File: src/rtl/dfs_pkg.sv
// Shared constants for the depth-first spanning forest block.
package dfs_pkg;

    // Default capacity of the adjacency matrix and search stack.
    localparam int MAX_VERTICES_DEF = 32;

    // Fixed payload widths.
    localparam int REQ_W   = 2;
    localparam int VERT_W  = 5;
    localparam int KIND_W  = 2;
    localparam int COUNT_W = 6;

    // Request codes.
    localparam logic [REQ_W-1:0] REQ_ADD   = 2'd0;
    localparam logic [REQ_W-1:0] REQ_RUN   = 2'd1;
    localparam logic [REQ_W-1:0] REQ_CLEAR = 2'd2;

    // Result codes.
    localparam logic [KIND_W-1:0] KIND_ACCEPT = 2'd0;
    localparam logic [KIND_W-1:0] KIND_REJECT = 2'd1;
    localparam logic [KIND_W-1:0] KIND_TREE   = 2'd2;
    localparam logic [KIND_W-1:0] KIND_DONE   = 2'd3;

    // Register port.
    localparam int APB_AW = 3;
    localparam int APB_DW = 32;
    localparam logic [APB_AW-3:0] REG_VCOUNT = 1'b0;
    localparam logic [COUNT_W-1:0] VCOUNT_RESET = 6'd32;

endpackage

File: src/rtl/dfs_if.sv
// Request and result channel interfaces of the spanning forest block.
interface dfs_req_if;
    logic                        valid;
    logic                        ready;
    logic [dfs_pkg::REQ_W-1:0]   req_type;
    logic [dfs_pkg::VERT_W-1:0]  vert_a;
    logic [dfs_pkg::VERT_W-1:0]  vert_b;

    modport source (output valid, req_type, vert_a, vert_b, input ready);
    modport sink   (input valid, req_type, vert_a, vert_b, output ready);
endinterface

interface dfs_res_if;
    logic                        valid;
    logic                        ready;
    logic [dfs_pkg::KIND_W-1:0]  kind;
    logic [dfs_pkg::VERT_W-1:0]  parent_vertex;
    logic [dfs_pkg::VERT_W-1:0]  child_vertex;
    logic [dfs_pkg::COUNT_W-1:0] component_count;
    logic                        last;

    modport source (output valid, kind, parent_vertex, child_vertex, component_count, last,
                    input ready);
    modport sink   (input valid, kind, parent_vertex, child_vertex, component_count, last,
                    output ready);
endinterface

File: src/rtl/dfs_ram.sv
// Generic simple dual-port RAM with one write port and a registered read port.
module dfs_ram #(
    parameter int WIDTH = 8,
    parameter int DEPTH = 32
) (
    input  logic                     i_clk,
    input  logic                     i_we,
    input  logic [$clog2(DEPTH)-1:0] i_waddr,
    input  logic [WIDTH-1:0]         i_wdata,
    input  logic                     i_re,
    input  logic [$clog2(DEPTH)-1:0] i_raddr,
    output logic [WIDTH-1:0]         o_rdata
);

    logic [WIDTH-1:0] r_mem [DEPTH];
    logic [WIDTH-1:0] r_rdata;

    // Read returns the old contents on a same-address write.
    always_ff @(posedge i_clk) begin
        if (i_we) begin
            r_mem[i_waddr] <= i_wdata;
        end
        if (i_re) begin
            r_rdata <= r_mem[i_raddr];
        end
    end

    assign o_rdata = r_rdata;

endmodule

File: src/rtl/dfs_spanning_forest.sv
// Depth-first spanning forest engine over an adjacency bit matrix held in RAM.
//
// Usage:
//   i_req carries one request per transaction: add edge (vert_a, vert_b), run
//   search, or clear the matrix. o_res returns results; every request that
//   yields results ends with one result marked last. The APB vertex_count register
//   at byte address 0 must be written only while idle; this is not enforced.
// Sequencing:
//   An add-edge request reads and writes both adjacency rows through the
//   single RAM port pair: it reads row a, then writes row a while reading
//   row b, then writes row b and presents its acknowledgement; a rejected
//   edge goes straight to the acknowledgement. A clear and a request code
//   without meaning are handled in the idle state. A search descends a tree
//   edge through a row fetch, pops through a stack RAM read and a row
//   refetch, opens a tree with a row fetch, and closes it by returning to
//   root selection, which presents the done result when no vertex is left.
// Reset:
//   Clear all row valid bits (an empty matrix), the visit mask, the stack
//   depth and the output valid bit; vertex_count returns to 32.
// Stall:
//   A finished result waits in the output register; a state that must launch
//   the next result holds until the receiver takes it. New requests are taken
//   only between requests.
module dfs_spanning_forest #(
    parameter int MAX_VERTICES = dfs_pkg::MAX_VERTICES_DEF
) (
    input  logic                        i_clk,
    input  logic                        i_rst_n,
    dfs_req_if.sink                     i_req,
    dfs_res_if.source                   o_res,
    input  logic                        i_psel,
    input  logic                        i_penable,
    input  logic                        i_pwrite,
    input  logic [dfs_pkg::APB_AW-1:0]  i_paddr,
    input  logic [dfs_pkg::APB_DW-1:0]  i_pwdata,
    output logic [dfs_pkg::APB_DW-1:0]  o_prdata,
    output logic                        o_pready
);

    localparam int VW = $clog2(MAX_VERTICES);      // vertex index width
    localparam int CW = $clog2(MAX_VERTICES + 1);  // count width, holds MAX_VERTICES
    localparam int SW = VW + CW;                   // stack entry: vertex and next neighbor

    typedef enum logic [7:0] {
        ST_IDLE     = 8'b0000_0001,
        ST_ADD_WA   = 8'b0000_0010,
        ST_ADD_WB   = 8'b0000_0100,
        ST_ACK      = 8'b0000_1000,
        ST_ROOT     = 8'b0001_0000,
        ST_ROW_WAIT = 8'b0010_0000,
        ST_SCAN     = 8'b0100_0000,
        ST_POP_WAIT = 8'b1000_0000
    } t_state;

    // Index of the set bit of a one-hot word.
    function automatic logic [VW-1:0] onehot_index(input logic [MAX_VERTICES-1:0] oh);
        logic [VW-1:0] idx;
        idx = '0;
        for (int i = 0; i < MAX_VERTICES; i++) begin
            if (oh[i]) begin
                idx = idx | VW'(i);
            end
        end
        return idx;
    endfunction

    // Control and datapath registers.
    t_state                        r_state, n_state;
    logic [dfs_pkg::COUNT_W-1:0]   r_vcount;
    logic [MAX_VERTICES-1:0]       r_rowvld, n_rowvld;
    logic [MAX_VERTICES-1:0]       r_visited, n_visited;
    logic [MAX_VERTICES-1:0]       r_row, n_row;
    logic [VW-1:0]                 r_v, n_v;
    logic [CW-1:0]                 r_next, n_next;
    logic [CW-1:0]                 r_depth, n_depth;
    logic [CW-1:0]                 r_comps, n_comps;
    logic [VW-1:0]                 r_a, n_a;
    logic [VW-1:0]                 r_b, n_b;
    logic [dfs_pkg::KIND_W-1:0]    r_kind, n_kind;
    logic                          r_rdvld;

    // Output register.
    logic                          r_ovalid;
    logic [dfs_pkg::KIND_W-1:0]    r_okind;
    logic [dfs_pkg::VERT_W-1:0]    r_opar;
    logic [dfs_pkg::VERT_W-1:0]    r_ochi;
    logic [dfs_pkg::COUNT_W-1:0]   r_ocomp;
    logic                          r_olast;

    // Result launch.
    logic                          emit;
    logic [dfs_pkg::KIND_W-1:0]    e_kind;
    logic [dfs_pkg::VERT_W-1:0]    e_par;
    logic [dfs_pkg::VERT_W-1:0]    e_chi;
    logic [dfs_pkg::COUNT_W-1:0]   e_comp;
    logic                          e_last;
    logic                          out_free;

    // RAM ports.
    logic                          adj_we, adj_re;
    logic [VW-1:0]                 adj_wa, adj_ra;
    logic [MAX_VERTICES-1:0]       adj_wd, adj_rd;
    logic                          stk_we, stk_re;
    logic [VW-1:0]                 stk_wa, stk_ra;
    logic [SW-1:0]                 stk_wd, stk_rd;

    // Search combinational terms.
    logic [CW-1:0]                 w_n;
    logic [MAX_VERTICES-1:0]       w_lt_n;
    logic [MAX_VERTICES-1:0]       w_ge_next;
    logic [MAX_VERTICES-1:0]       w_root_c, w_root_oh;
    logic [MAX_VERTICES-1:0]       w_nb_c, w_nb_oh;
    logic [VW-1:0]                 w_root_idx, w_nb_idx;
    logic [MAX_VERTICES-1:0]       w_base;
    logic [MAX_VERTICES-1:0]       w_bit_a, w_bit_b;
    logic                          w_req_acc;
    logic                          w_edge_ok;
    logic                          w_cfg_wr;

    assign w_req_acc = i_req.valid && i_req.ready;
    assign i_req.ready = (r_state == ST_IDLE);
    assign out_free = !r_ovalid || o_res.ready;

    // Effective vertex count: clamp to the matrix size.
    always_comb begin
        if (int'(r_vcount) > MAX_VERTICES) begin
            w_n = CW'(MAX_VERTICES);
        end else begin
            w_n = CW'(r_vcount);
        end
    end

    assign w_edge_ok = (int'(i_req.vert_a) < int'(w_n)) && (int'(i_req.vert_b) < int'(w_n));

    // Column masks for the active range and for the scan start of the top entry.
    always_comb begin
        for (int i = 0; i < MAX_VERTICES; i++) begin
            w_lt_n[i]    = (i < int'(w_n));
            w_ge_next[i] = (i >= int'(r_next));
        end
    end

    // Next root: lowest unvisited active vertex.
    assign w_root_c   = ~r_visited & w_lt_n;
    assign w_root_oh  = w_root_c & (~w_root_c + 1'b1);
    assign w_root_idx = onehot_index(w_root_oh);

    // Next neighbor: lowest unvisited edge at or after the scan position.
    assign w_nb_c   = r_row & ~r_visited & w_lt_n & w_ge_next;
    assign w_nb_oh  = w_nb_c & (~w_nb_c + 1'b1);
    assign w_nb_idx = onehot_index(w_nb_oh);

    // Rows never written since the last clear read as empty.
    assign w_base = r_rdvld ? adj_rd : '0;

    always_comb begin
        w_bit_a = '0;
        w_bit_b = '0;
        w_bit_a[r_a] = 1'b1;
        w_bit_b[r_b] = 1'b1;
    end

    always_comb begin
        n_state   = r_state;
        n_rowvld  = r_rowvld;
        n_visited = r_visited;
        n_row     = r_row;
        n_v       = r_v;
        n_next    = r_next;
        n_depth   = r_depth;
        n_comps   = r_comps;
        n_a       = r_a;
        n_b       = r_b;
        n_kind    = r_kind;
        adj_we    = 1'b0;
        adj_wa    = '0;
        adj_wd    = '0;
        adj_re    = 1'b0;
        adj_ra    = '0;
        stk_we    = 1'b0;
        stk_wa    = '0;
        stk_wd    = '0;
        stk_re    = 1'b0;
        stk_ra    = '0;
        emit      = 1'b0;
        e_kind    = dfs_pkg::KIND_ACCEPT;
        e_par     = '0;
        e_chi     = '0;
        e_comp    = '0;
        e_last    = 1'b0;

        unique case (r_state)
            ST_IDLE: begin
                if (w_req_acc) begin
                    unique case (i_req.req_type)
                        dfs_pkg::REQ_ADD: begin
                            if (w_edge_ok) begin
                                // Fetch row a now; row b follows on the write of row a.
                                n_a     = VW'(i_req.vert_a);
                                n_b     = VW'(i_req.vert_b);
                                adj_re  = 1'b1;
                                adj_ra  = VW'(i_req.vert_a);
                                n_state = ST_ADD_WA;
                            end else begin
                                n_kind  = dfs_pkg::KIND_REJECT;
                                n_state = ST_ACK;
                            end
                        end
                        dfs_pkg::REQ_RUN: begin
                            n_visited = '0;
                            n_comps   = '0;
                            n_depth   = '0;
                            n_state   = ST_ROOT;
                        end
                        dfs_pkg::REQ_CLEAR: begin
                            n_rowvld = '0;
                        end
                        default: begin
                            // Drop requests with no meaning.
                        end
                    endcase
                end
            end

            ST_ADD_WA: begin
                adj_we   = 1'b1;
                adj_wa   = r_a;
                adj_wd   = w_base | w_bit_b;
                n_rowvld[r_a] = 1'b1;
                adj_re   = 1'b1;
                adj_ra   = r_b;
                n_state  = ST_ADD_WB;
            end

            ST_ADD_WB: begin
                adj_we   = 1'b1;
                adj_wa   = r_b;
                adj_wd   = w_base | w_bit_a;
                n_rowvld[r_b] = 1'b1;
                n_kind   = dfs_pkg::KIND_ACCEPT;
                n_state  = ST_ACK;
            end

            ST_ACK: begin
                if (out_free) begin
                    emit    = 1'b1;
                    e_kind  = r_kind;
                    e_last  = 1'b1;
                    n_state = ST_IDLE;
                end
            end

            ST_ROOT: begin
                if (|w_root_c) begin
                    n_comps   = r_comps + CW'(1);
                    n_visited = r_visited | w_root_oh;
                    n_v       = w_root_idx;
                    n_next    = '0;
                    n_depth   = CW'(1);
                    adj_re    = 1'b1;
                    adj_ra    = w_root_idx;
                    n_state   = ST_ROW_WAIT;
                end else if (out_free) begin
                    emit    = 1'b1;
                    e_kind  = dfs_pkg::KIND_DONE;
                    e_comp  = dfs_pkg::COUNT_W'(r_comps);
                    e_last  = 1'b1;
                    n_state = ST_IDLE;
                end
            end

            ST_ROW_WAIT: begin
                n_row   = w_base;
                n_state = ST_SCAN;
            end

            ST_SCAN: begin
                if (|w_nb_c) begin
                    if (out_free) begin
                        emit      = 1'b1;
                        e_kind    = dfs_pkg::KIND_TREE;
                        e_par     = dfs_pkg::VERT_W'(r_v);
                        e_chi     = dfs_pkg::VERT_W'(w_nb_idx);
                        n_visited = r_visited | w_nb_oh;
                        if (r_depth < CW'(MAX_VERTICES)) begin
                            // Push the current top with its resume point, descend.
                            stk_we  = 1'b1;
                            stk_wa  = VW'(r_depth - CW'(1));
                            stk_wd  = {r_v, CW'(w_nb_idx) + CW'(1)};
                            n_v     = w_nb_idx;
                            n_next  = '0;
                            n_depth = r_depth + CW'(1);
                            adj_re  = 1'b1;
                            adj_ra  = w_nb_idx;
                            n_state = ST_ROW_WAIT;
                        end else begin
                            // Stack full: keep scanning the same row.
                            n_next = CW'(w_nb_idx) + CW'(1);
                        end
                    end
                end else if (r_depth == CW'(1)) begin
                    n_depth = '0;
                    n_state = ST_ROOT;
                end else begin
                    n_depth = r_depth - CW'(1);
                    stk_re  = 1'b1;
                    stk_ra  = VW'(r_depth - CW'(2));
                    n_state = ST_POP_WAIT;
                end
            end

            ST_POP_WAIT: begin
                // Restore the parent entry and refetch its row.
                n_v     = stk_rd[SW-1:CW];
                n_next  = stk_rd[CW-1:0];
                adj_re  = 1'b1;
                adj_ra  = stk_rd[SW-1:CW];
                n_state = ST_ROW_WAIT;
            end

            default: begin
                n_state = ST_IDLE;
            end
        endcase
    end

    always_ff @(posedge i_clk) begin
        if (!i_rst_n) begin
            r_state   <= ST_IDLE;
            r_rowvld  <= '0;
            r_visited <= '0;
            r_depth   <= '0;
            r_comps   <= '0;
        end else begin
            r_state   <= n_state;
            r_rowvld  <= n_rowvld;
            r_visited <= n_visited;
            r_depth   <= n_depth;
            r_comps   <= n_comps;
        end
    end

    always_ff @(posedge i_clk) begin
        r_row  <= n_row;
        r_v    <= n_v;
        r_next <= n_next;
        r_a    <= n_a;
        r_b    <= n_b;
        r_kind <= n_kind;
        // Track whether the row being fetched holds data since the last clear.
        if (adj_re) begin
            r_rdvld <= r_rowvld[adj_ra];
        end
    end

    // Output register: load on launch, drop once taken.
    always_ff @(posedge i_clk) begin
        if (!i_rst_n) begin
            r_ovalid <= 1'b0;
        end else if (emit) begin
            r_ovalid <= 1'b1;
        end else if (o_res.ready) begin
            r_ovalid <= 1'b0;
        end
    end

    always_ff @(posedge i_clk) begin
        if (emit) begin
            r_okind <= e_kind;
            r_opar  <= e_par;
            r_ochi  <= e_chi;
            r_ocomp <= e_comp;
            r_olast <= e_last;
        end
    end

    assign o_res.valid           = r_ovalid;
    assign o_res.kind            = r_okind;
    assign o_res.parent_vertex   = r_opar;
    assign o_res.child_vertex    = r_ochi;
    assign o_res.component_count = r_ocomp;
    assign o_res.last            = r_olast;

    // Register port.
    assign w_cfg_wr = i_psel && i_penable && i_pwrite
                      && (i_paddr[dfs_pkg::APB_AW-1:2] == dfs_pkg::REG_VCOUNT);

    always_ff @(posedge i_clk) begin
        if (!i_rst_n) begin
            r_vcount <= dfs_pkg::VCOUNT_RESET;
        end else if (w_cfg_wr) begin
            r_vcount <= i_pwdata[dfs_pkg::COUNT_W-1:0];
        end
    end

    assign o_prdata = (i_paddr[dfs_pkg::APB_AW-1:2] == dfs_pkg::REG_VCOUNT)
                      ? dfs_pkg::APB_DW'(r_vcount) : '0;
    assign o_pready = 1'b1;

    // Adjacency matrix, one row per vertex.
    dfs_ram #(
        .WIDTH (MAX_VERTICES),
        .DEPTH (MAX_VERTICES)
    ) u_adj_ram (
        .i_clk   (i_clk),
        .i_we    (adj_we),
        .i_waddr (adj_wa),
        .i_wdata (adj_wd),
        .i_re    (adj_re),
        .i_raddr (adj_ra),
        .o_rdata (adj_rd)
    );

    // Search stack below the top entry.
    dfs_ram #(
        .WIDTH (SW),
        .DEPTH (MAX_VERTICES)
    ) u_stk_ram (
        .i_clk   (i_clk),
        .i_we    (stk_we),
        .i_waddr (stk_wa),
        .i_wdata (stk_wd),
        .i_re    (stk_re),
        .i_raddr (stk_ra),
        .o_rdata (stk_rd)
    );

endmodule

File: src/flat_wrapper.sv
// flat-port wrapper written by rule: the top's interface ports become plain ports
module dfs_spanning_forest_flat 
#(
    parameter int MAX_VERTICES = dfs_pkg::MAX_VERTICES_DEF
)
  (i_clk, i_rst_n, i_psel, i_penable, i_pwrite, i_paddr, i_pwdata, o_prdata, o_pready, i_req_valid, i_req_req_type, i_req_vert_a, i_req_vert_b, i_req_ready, o_res_valid, o_res_kind, o_res_parent_vertex, o_res_child_vertex, o_res_component_count, o_res_last, o_res_ready);
  dfs_req_if i_req_i ();
  dfs_res_if o_res_i ();
  input  logic i_clk;
  input  logic i_rst_n;
  input  logic i_psel;
  input  logic i_penable;
  input  logic i_pwrite;
  input  logic [dfs_pkg::APB_AW-1:0] i_paddr;
  input  logic [dfs_pkg::APB_DW-1:0] i_pwdata;
  output logic [dfs_pkg::APB_DW-1:0] o_prdata;
  output logic o_pready;
  input wire logic [$bits(i_req_i.valid)-1:0] i_req_valid;
  input wire logic [$bits(i_req_i.req_type)-1:0] i_req_req_type;
  input wire logic [$bits(i_req_i.vert_a)-1:0] i_req_vert_a;
  input wire logic [$bits(i_req_i.vert_b)-1:0] i_req_vert_b;
  output wire logic [$bits(i_req_i.ready)-1:0] i_req_ready;
  output wire logic [$bits(o_res_i.valid)-1:0] o_res_valid;
  output wire logic [$bits(o_res_i.kind)-1:0] o_res_kind;
  output wire logic [$bits(o_res_i.parent_vertex)-1:0] o_res_parent_vertex;
  output wire logic [$bits(o_res_i.child_vertex)-1:0] o_res_child_vertex;
  output wire logic [$bits(o_res_i.component_count)-1:0] o_res_component_count;
  output wire logic [$bits(o_res_i.last)-1:0] o_res_last;
  input wire logic [$bits(o_res_i.ready)-1:0] o_res_ready;
  assign i_req_i.valid = i_req_valid;
  assign i_req_i.req_type = i_req_req_type;
  assign i_req_i.vert_a = i_req_vert_a;
  assign i_req_i.vert_b = i_req_vert_b;
  assign i_req_ready = i_req_i.ready;
  assign o_res_valid = o_res_i.valid;
  assign o_res_kind = o_res_i.kind;
  assign o_res_parent_vertex = o_res_i.parent_vertex;
  assign o_res_child_vertex = o_res_i.child_vertex;
  assign o_res_component_count = o_res_i.component_count;
  assign o_res_last = o_res_i.last;
  assign o_res_i.ready = o_res_ready;
  dfs_spanning_forest #(.MAX_VERTICES(MAX_VERTICES)) u_core (.i_clk(i_clk), .i_rst_n(i_rst_n), .i_req(i_req_i), .o_res(o_res_i), .i_psel(i_psel), .i_penable(i_penable), .i_pwrite(i_pwrite), .i_paddr(i_paddr), .i_pwdata(i_pwdata), .o_prdata(o_prdata), .o_pready(o_pready));
endmodule
File: config.mk
export PLATFORM = sky130hd
export DESIGN_NAME = dfs_spanning_forest_flat
export DESIGN_NICKNAME = d
export VERILOG_FILES = /design/src/rtl/dfs_pkg.sv /design/src/rtl/dfs_if.sv /design/src/rtl/dfs_ram.sv /design/src/rtl/dfs_spanning_forest.sv /design/src/flat_wrapper.sv
export SDC_FILE = /design/constraint.sdc
export NUM_CORES = 2
export LEC_CHECK = 0
export BUFFER_PORTS_ARGS = -buffer_cell sky130_fd_sc_hd__buf_2
export CAP_MARGIN = 20
export CORE_MARGIN = 2
export CORE_UTILIZATION = 50
export DETAILED_ROUTE_END_ITERATION = 16
export PLACE_DENSITY = 0.68
export SLEW_MARGIN = 20
export SYNTH_ARGS = -nofsm -noshare
export SYNTH_HDL_FRONTEND = slang
export SYNTH_SLANG_ARGS = --single-unit
export TNS_END_PERCENT = 20
File: constraint.sdc
create_clock -name i_clk -period 5.1 [get_ports i_clk]
set_clock_uncertainty 0.2 [all_clocks]
set_input_delay 0.255 -clock i_clk [delete_from_list [all_inputs] [get_ports i_clk]]
set_output_delay 0.255 -clock i_clk [all_outputs]
set_load 0.01 [all_outputs]
# Word level (Yosys, flattened, before mapping)
# Memory sizes are Yosys's and may differ from the RTL's. A register that Yosys moved wholly into a read port is not among the register bits.
# Cells that the tools add are included.
word_totals:
  out_inout_bits: 54
  reg_bits: 166
  mem_bits_rw: 1376
  word_cells: 493
  mem_count: 2
classes:
  bitwise_logic: 16
  mux: 322
  magnitude_cmp: 73
  add_sub_neg: 7
  n_eq_ne: 26
  n_reduce_logical: 28
mem_list:
  columns: ["name", "depth", "word_bits", "rd", "rd_ports_with_merged_regs", "wr", "line", "source"]
  rows:
  - ["u_core.u_adj_ram.r_mem", 32, 32, 1, 1, 1, "dfs_ram.sv:15", "logic [WIDTH-1:0] r_mem [DEPTH];"]
  - ["u_core.u_stk_ram.r_mem", 32, 11, 1, 1, 1, "dfs_ram.sv:15", null]
ops:
  columns: ["cell", "count"]
  rows:
  - ["$mux W32", 18]
  - ["$mux W5", 107]
  - ["$mux W6", 41]
  - ["$mux W8", 25]
  - ["$and A32 B32 Y32", 6]
  - ["$or A32 B32 Y32", 6]
  - ["$pmux W32 S3", 2]
  - ["$mux W11", 10]
  - ["$ge A5 B6 Y1 const A", 16]
  - ["$lt A5 B6 Y1 const A", 16]
  - ["$not A32 Y32", 3]
  - ["$mux W4", 17]
  - ["$add A32 B1 Y32 const B", 2]
  - ["$pmux W32 S2", 1]
  - ["$pmux W8 S8", 1]
  - ["$reduce_or A32 Y1", 2]
  - ["$mux W1", 52]
  - ["$mux W2", 25]
  - ["$ge A4 B6 Y1 const A", 8]
  - ["$lt A4 B6 Y1 const A", 8]
  - ["$pmux W6 S3", 2]
  - ["$pmux W5 S5", 1]
  - ["$ge A3 B6 Y1 const A", 4]
  - ["$lt A3 B6 Y1 const A", 4]
  - ["other kinds (53)", 95]

# Logic depth before layout (Yosys ltp)
depth:
  depth_word: 51
  mapped_depth: 20
  mapped_depth_nobuf: 15

# Cells and area by module
# A second synthesis with hierarchy kept.
hier_totals:
  hier_cells: 4469
  hier_area_um2: 66825.3
by_module_without_submodules:
  columns: ["module", "area_per_inst_um2", "n_inst", "cells_per_inst", "seq_area_each_um2"]
  rows:
  - ["dfs_ram (u_core.u_adj_ram)", 40812.9, 1, 2260, 31710.4]
  - ["dfs_ram (u_core.u_stk_ram)", 14302.5, 1, 801, 10900.5]
  - ["dfs_spanning_forest", 11710.0, 1, 1408, 4043.9]

# Worst setup path before layout
# Ideal clock, no wire load.
synth_path:
  path_type: "register to register"
  from: "register u_core.r_vcount[3] (netlist name)"
  to: "memory u_core.u_stk_ram.r_mem[0][5] (netlist name) (data pin)"
  slack_ps: 65
  t_arrival_ps: 4296
  setup_ps: 539
  path_stages_with_launch: 11
  period_less_slack_ps: 5035
  required_ps: 4361
  cell_sequence: "dfxtp_1 > buf_2 > o21ai_0 > a221o_1 > or4b_2 > clkbuf_1 > nand4_1 > or3_1 > o21ai_0 > clkbuf_1 > nor4_1"
synth_via:
  elab_chain_cells: 50
  word_cells_on_any_way: 82
synth_lines:
  columns: ["element", "line", "source"]
  rows:
  - ["start: declaration", "dfs_spanning_forest.sv:69", "logic [dfs_pkg::COUNT_W-1:0] r_vcount;"]
  - ["start signal: assignment", "dfs_spanning_forest.sv:390", "r_vcount <= dfs_pkg::VCOUNT_RESET;"]
  - ["start signal: assignment", "dfs_spanning_forest.sv:392", "r_vcount <= i_pwdata[dfs_pkg::COUNT_W-1:0];"]
  - ["$gt A6 B6 Y1", "dfs_spanning_forest.sv:126", "if (int'(r_vcount) > MAX_VERTICES) begin"]
  - ["$mux W6 (*)", "dfs_spanning_forest.sv:126", null]
  - ["$lt A1 B6 Y1", "dfs_spanning_forest.sv:138", "w_lt_n[i] = (i < int'(w_n));"]
  - ["$and A32 B32 Y32 (*) (2 in a row)", "dfs_spanning_forest.sv:149", "assign w_nb_c = r_row & ~r_visited & w_lt_n & w_ge_next;"]
  - ["$not A32 Y32", "dfs_spanning_forest.sv:150", "assign w_nb_oh = w_nb_c & (~w_nb_c + 1'b1);"]
  - ["$add A32 B1 Y32", "dfs_spanning_forest.sv:150", null]
  - ["$and A32 B32 Y32", "dfs_spanning_forest.sv:150", null]
  - ["$mux W1", "dfs_spanning_forest.sv:60", "if (oh[i]) begin"]
  - ["[33 not listed]", null, null]
  - ["$mux W11", "dfs_spanning_forest.sv:278", "if (|w_nb_c) begin"]
  - ["$mux W11", "dfs_spanning_forest.sv:192", "unique case (r_state)"]
  - ["$mux W11", "dfs_spanning_forest.sv:279", "if (out_free) begin"]
  - ["$mux W11", "dfs_spanning_forest.sv:278", null]
  - ["$mux W11", "dfs_spanning_forest.sv:192", null]
  - ["$mux W11 (*)", "dfs_spanning_forest.sv:278", null]
  - ["$mux W11 (*) (2 in a row)", "dfs_spanning_forest.sv:192", null]
  - ["named net u_core.stk_wd[5]", "dfs_spanning_forest.sv:105", "logic [SW-1:0] stk_wd, stk_rd;"]
  - ["end: declaration", "dfs_ram.sv:15", null]
# The timed path passes the listed nets; every way through them passes the cells marked *. The select of a mux whose other input is x is not followed.

# Worst setup path after layout
layout_path:
  from: "register u_core.r_vcount[4] (netlist name)"
  to: "register u_core.u_adj_ram.r_rdata[29] (netlist: u_core.u_adj_ram.o_rdata[29]), read port of u_core.u_adj_ram.r_mem (data pin)"
layout_via:
  elab_chain_cells: 49
  word_cells_on_any_way: 145
layout_lines:
  columns: ["element", "line", "source"]
  rows:
  - ["$gt A6 B6 Y1", "dfs_spanning_forest.sv:126", null]
  - ["$mux W6 (*)", "dfs_spanning_forest.sv:126", null]
  - ["$lt A1 B6 Y1", "dfs_spanning_forest.sv:138", null]
  - ["$and A32 B32 Y32 (2 in a row)", "dfs_spanning_forest.sv:149", null]
  - ["$not A32 Y32", "dfs_spanning_forest.sv:150", null]
  - ["$add A32 B1 Y32", "dfs_spanning_forest.sv:150", null]
  - ["$and A32 B32 Y32", "dfs_spanning_forest.sv:150", null]
  - ["$mux W1", "dfs_spanning_forest.sv:60", null]
  - ["[32 not listed]", null, null]
  - ["$mux W5", "dfs_spanning_forest.sv:278", null]
  - ["$mux W5", "dfs_spanning_forest.sv:192", null]
  - ["$mux W5", "dfs_spanning_forest.sv:279", null]
  - ["$mux W5", "dfs_spanning_forest.sv:278", null]
  - ["$mux W5", "dfs_spanning_forest.sv:192", null]
  - ["$mux W5", "dfs_spanning_forest.sv:278", null]
  - ["$mux W5", "dfs_spanning_forest.sv:192", null]
  - ["$pmux W5 S5", "dfs_spanning_forest.sv:192", null]
  - ["end: declaration", "dfs_ram.sv:16", "logic [WIDTH-1:0] r_rdata;"]
# Mark *: on every way between the ends. The rest lies on a longest branch, timed or not. The select of a mux whose other input is x is not followed.
# A chain may end at the register's enable or synchronous reset.

==> report_table.html <==
<table>
<tr><th>Metric</th><th>Value</th></tr>
<tr><th colspan="2">GRT</th></tr>
<tr><td>Number of antenna violations at the first check in global routing</td><td>5</td></tr>
<tr><td>GR Util All Layers</td><td>0.289</td></tr>
<tr><td>Wire length of the first global-routing pass</td><td>291,000 um</td></tr>
<tr><td>Remaining Overflow, GRT</td><td>0</td></tr>
<tr><td>Largest net degree at the start of global routing</td><td>58</td></tr>
<tr><td>Number of global-route vias before repair</td><td>43,900</td></tr>
<tr><th colspan="2">Placement</th></tr>
<tr><td>Placement-stage worst setup slack</td><td>-0.0188 ns</td></tr>
<tr><td>Final Wtd Congestion</td><td>0.968</td></tr>
<tr><td>HPWL after detailed placement</td><td>121,000 um</td></tr>
<tr><td>Port Buffers</td><td>52</td></tr>
<tr><th colspan="2">Setup path</th></tr>
<tr><td>Crit end category</td><td>flop</td></tr>
<tr><td>Maximum net fanout on the critical path</td><td>16</td></tr>
<tr><td>Critical path origin</td><td>u_core.r_vcount[4]</td></tr>
<tr><td>Depth of the most critical reg-to-reg path</td><td>16</td></tr>
<tr><td>Setup CP Type</td><td>reg2reg</td></tr>
<tr><td>Endpoint required time on the critical path</td><td>5.44 ns</td></tr>
<tr><td>Critical R2R Capture</td><td>u_core.u_adj_ram.o_rdata[29]</td></tr>
<tr><td>Startpoint type of the worst setup path</td><td>flop</td></tr>
<tr><td>Launch point of the worst reg-to-reg path</td><td>u_core.r_vcount[4]</td></tr>
<tr><td>Register-to-register setup slack</td><td>0.1 ns</td></tr>
<tr><td>Data arrival time of the critical path</td><td>5.34 ns</td></tr>
<tr><th colspan="2">Clock network</th></tr>
<tr><td>Clk slew on worst S/H paths</td><td>0.06 ns</td></tr>
<tr><td>Clock tree from TritonCTS</td><td>yes</td></tr>
<tr><td>Worst-case clock buffer depth</td><td>3</td></tr>
<tr><td>CTS H-tree lvls</td><td>4</td></tr>
<tr><td>Clock latency on the worst-skew pair</td><td>0.82 ns</td></tr>
<tr><td>Clk sink count</td><td>1,584</td></tr>
<tr><td>Cell at the root of the clock tree</td><td>clkbuf_16</td></tr>
<tr><td>Clock buffer count from CTS</td><td>161</td></tr>
<tr><th colspan="2">Synthesis</th></tr>
<tr><td>Fraction of the mapped netlist area in simple logic gates</td><td>0.119</td></tr>
<tr><td>Number of warnings printed during yosys synthesis</td><td>0</td></tr>
<tr><td>Gate count of the mapped netlist</td><td>4,938</td></tr>
<tr><td>Mean instance size in the synthesized netlist</td><td>13.6 um2</td></tr>
<tr><td>Share of flip-flops with an asynchronous set or reset</td><td>0</td></tr>
<tr><td>Number of flops mapped to enable cells by yosys</td><td>1,493</td></tr>
<tr><td>Largest family of logic cells by synthesized area</td><td>simple AND/OR/NAND/NOR gates</td></tr>
<tr><td>Fraction of synthesized cell area in xor and xnor cells</td><td>0.00170</td></tr>
<tr><td>Register bit count reported by yosys</td><td>1,584</td></tr>
<tr><td>Summed instance area of the synthesized netlist</td><td>0.0671 mm2</td></tr>
<tr><td>Post-synth cell types</td><td>96</td></tr>
<tr><td>Arithmetic-cell share of the synthesized area counting full adders, half adders and majority gates</td><td>0.00298</td></tr>
<tr><td>Mux share of post-synthesis cell area</td><td>0.0411</td></tr>
<tr><td>Flip-flop cell with the highest count after synthesis</td><td>edfxtp_1</td></tr>
<tr><td>Sequential share of the synthesized area</td><td>0.696</td></tr>
<tr><td>Post-synthesis compound-gate area fraction</td><td>0.110</td></tr>
<tr><th colspan="2">Floorplan</th></tr>
<tr><td>Effective utilization at floorplan</td><td>0.503</td></tr>
<tr><td>Die Outline Area</td><td>0.137 mm2</td></tr>
<tr><td>FP Rows</td><td>134</td></tr>
<tr><td>Overall die height</td><td>370 um</td></tr>
<tr><td>Boundary Pins</td><td>108</td></tr>
<tr><td>Width of the die</td><td>370 um</td></tr>
<tr><td>Core area</td><td>0.133 mm2</td></tr>
<tr><th colspan="2">Timing</th></tr>
<tr><td>Remaining max-slew budget at the tightest pin</td><td>0.253</td></tr>
<tr><td>Number of pins with negative max-slew slack in the final report</td><td>0</td></tr>
<tr><td>Final count of hold timing violations</td><td>0</td></tr>
<tr><td>Sum Neg Setup Slack</td><td>0 ns</td></tr>
<tr><td>Highest Clock Rate</td><td>200 MHz</td></tr>
<tr><td>Final clock period utilization by the worst path</td><td>0.981</td></tr>
<tr><td>Post-route worst setup slack</td><td>0.0951 ns</td></tr>
<tr><td>Worst-Margin Slew</td><td>1.12 ns</td></tr>
<tr><td>RSZ-0062 raised after global routing</td><td>yes</td></tr>
<tr><td>Final setup fails</td><td>0</td></tr>
<tr><td>Post-route minimum period</td><td>5.00 ns</td></tr>
<tr><th colspan="2">Layout</th></tr>
<tr><td>Layout Nets</td><td>5,397</td></tr>
<tr><td>Fill cell instance count of the final layout</td><td>10,200</td></tr>
<tr><td>Fin util</td><td>0.592</td></tr>
<tr><td>Fraction of final layout cells with drive strength greater than 1</td><td>0.183</td></tr>
<tr><td>Area delta synth-&gt;final</td><td>17.6%</td></tr>
<tr><td>Most common cell after layout, fill and taps aside</td><td>edfxtp_1</td></tr>
<tr><td>Leading cell types in the layout, fill and taps excluded</td><td>edfxtp_1, nand2_1, buf_4</td></tr>
<tr><th colspan="2">Power and ir drop</th></tr>
<tr><td>Static Leakage</td><td>24.2 nW</td></tr>
<tr><td>Power Dens Cells</td><td>355 mW/mm2</td></tr>
<tr><td>Maximum resistive drop on vdd</td><td>0.380 mV</td></tr>
<tr><th colspan="2">Route</th></tr>
<tr><td>DRC</td><td>0</td></tr>
<tr><td>Starting DRC count in detailed routing</td><td>6,294</td></tr>
<tr><td>DR vias/cell</td><td>6.43</td></tr>
<tr><td>Number of nets still failing antenna checks after routing</td><td>0</td></tr>
<tr><td>DRT Wirelength</td><td>200,000 um</td></tr>
<tr><td>Routed wire length per instance</td><td>27.7 um</td></tr>
<tr><td>Number of iterations in the first detailed-routing pass</td><td>6</td></tr>
<tr><td>Via count of the routed design</td><td>46,500</td></tr>
<tr><th colspan="2">Min path</th></tr>
<tr><td>End point of the worst hold path</td><td>u_core.r_a[1]</td></tr>
<tr><td>Startpoint of the lowest-slack hold path</td><td>i_req_vert_a[1]</td></tr>
<tr><td>Class of the tightest hold or removal check</td><td>in2reg</td></tr>
<tr><td>Depth of the worst hold-timing path</td><td>2</td></tr>
<tr><th colspan="2">Flow run</th></tr>
<tr><td>Max Cap Viol</td><td>0</td></tr>
<tr><th colspan="2">Status</th></tr>
<tr><td>Status</td><td>complete, no violations</td></tr>
</table>
[registers in the layout, summed over array words and instances, names as in the netlist, 2 cells and up]
register,cells
u_core.u_adj_ram.r_mem,1024
u_core.r_depth,6
u_core.r_state,8
u_core.o_res.parent_vertex,5
u_core.o_res.kind,2
u_core.r_comps,6
u_core.r_b,5
u_core.r_visited,32
u_core.r_vcount,6
u_core.r_row,32
u_core.u_adj_ram.o_rdata,32
u_core.u_stk_ram.o_rdata,11
u_core.r_v,5
u_core.o_res.child_vertex,5
u_core.r_rowvld,32
u_core.u_stk_ram.r_mem,352
u_core.r_next,6
u_core.r_a,5
u_core.o_res.component_count,6
[synthesized netlist by cell type (10+ instances only)]
library cell	count	share of area
inv_1	52	0.0029
and2_1	54	0.0050
or2_2	11	0.0010
nand2b_1	24	0.0022
o2111ai_1	35	0.0046
a211o_1	11	0.0014
nand4_1	17	0.0016
nand3_1	393	0.029
a22oi_1	63	0.0071
nor4_1	12	0.0011
a211oi_1	195	0.022
buf_4	36	0.0040
edfxtp_1	1493	0.67
a21o_1	14	0.0016
a31oi_1	20	0.0019
mux2_2	55	0.0092
dfxtp_1	91	0.027
o21ai_0	125	0.0093
a21oi_1	137	0.010
a311oi_1	117	0.015
nand2_1	471	0.026
ha_1	16	0.0030
buf_2	78	0.0058
clkbuf_1	231	0.013
nor2_1	263	0.015
nor3_1	78	0.0058
a32oi_1	46	0.0060
a32o_1	10	0.0015
buf_1	41	0.0023
o22ai_1	14	0.0013
nor2b_1	18	0.0017
mux2i_1	144	0.021
o31ai_1	57	0.0064
o221ai_1	57	0.0074
or3_1	30	0.0028
and3_1	207	0.019
mux4_2	31	0.010
a221oi_1	21	0.0027
[how the worst max path moves through the flow]
stage / to / depth (start not counted)
6_report: u_core.u_adj_ram.o_rdata[29] / 16
5_1_grt: u_core.u_stk_ram.o_rdata[9] / 16
4_1_cts: u_core.u_stk_ram.o_rdata[7] / 14
3_5_place_dp: u_core.u_stk_ram.o_rdata[7] / 15
3_3_place_gp: u_core.u_stk_ram.o_rdata[7] / 15
2_1_floorplan: u_core.u_stk_ram.r_mem[0][5] / 10
[through the flow]
stage	total power, mW	hold WS (ns)	instance area, um2	instances
after floorplan	15.8	0.117	67200	4963
final	28.0	0.0961	78900	7225
after CTS	28.1	0.0227	78700	7217
after detailed placement	16.8	0.252	73200	6884
after global placement	16.8	0.242	73200	6884
after global routing	28.8	0.0677	78900	7222
[per-layer routing]
metal,vias up,wire (um),part of all wire,global-route usage
li1,20100,-,-,-
met1,23100,78700,0.39,0.405
met4,4,8750,0.044,0.124
met2,2793,91200,0.46,0.440
met5,-,26,0.00013,0
met3,491,21700,0.11,0.0579
[worst max-delay path: stages (launching register included)]
cell and delay [ns]:
dfxtp_2 0.38, buf_12 0.17, or4_1 0.49, o211ai_1 0.24
nor4b_4 0.31, nand4_4 0.19, or3_4 0.43, o21ai_1 0.29
buf_4 0.20, o221ai_1 0.12, buf_4 0.20, a21oi_4 0.14
buf_12 0.19, buf_4 0.28, mux4_2 0.54, a22oi_1 0.22
nor3_1 0.11
[kinds of logic (layout without fill, tap and decap cells)]
| family | count (synthesis) | count (layout) |
|---|---|---|
| AND/OR/NAND/NOR | 1634 | 1634 |
| adder cells (fa/ha/maj) | 16 | 16 |
| other | 2 | 30 |
| buffers and inverters | 449 | 939 |
| AO/OA/AOI/OAI | 1010 | 1011 |
| XOR/XNOR | 13 | 13 |
| flip-flops | 1584 | 1584 |
| multiplexers | 230 | 230 |
[timing repair]
item,4_1_cts,5_1_grt
endpoints found under the setup margin,2,43
hold endpoints to repair,39,0
gates resized for setup,2,25
pin swaps,0,4
hold buffers,43,0
buffers inserted,0,4
gates cloned,0,1
[cell type report]
| type | instances | area (um2) | share of cell area |
|---|---|---|---|
| Inverter | 55 | 206 | 0.00262 |
| Clock inverter | 78 | 736 | 0.00932 |
| Multi-Input combinational cell | 2931 | 19200 | 0.243 |
| Sequential cell | 1584 | 46700 | 0.591 |
| Tap cell | 1768 | 2210 | 0.0280 |
| Timing Repair Buffer | 594 | 5590 | 0.0709 |
| Clock buffer | 212 | 4320 | 0.0548 |
| Antenna cell | 3 | 7.51 | 0.0000952 |
[where the power goes]
group          leakage, nW  switching (mW)  internal [mW]
logic                 9.70            1.49          0.854
clock network         2.45            4.96           6.40
registers             12.0           0.101           14.2
No activity file was read; power rests on OpenSTA's default activity.
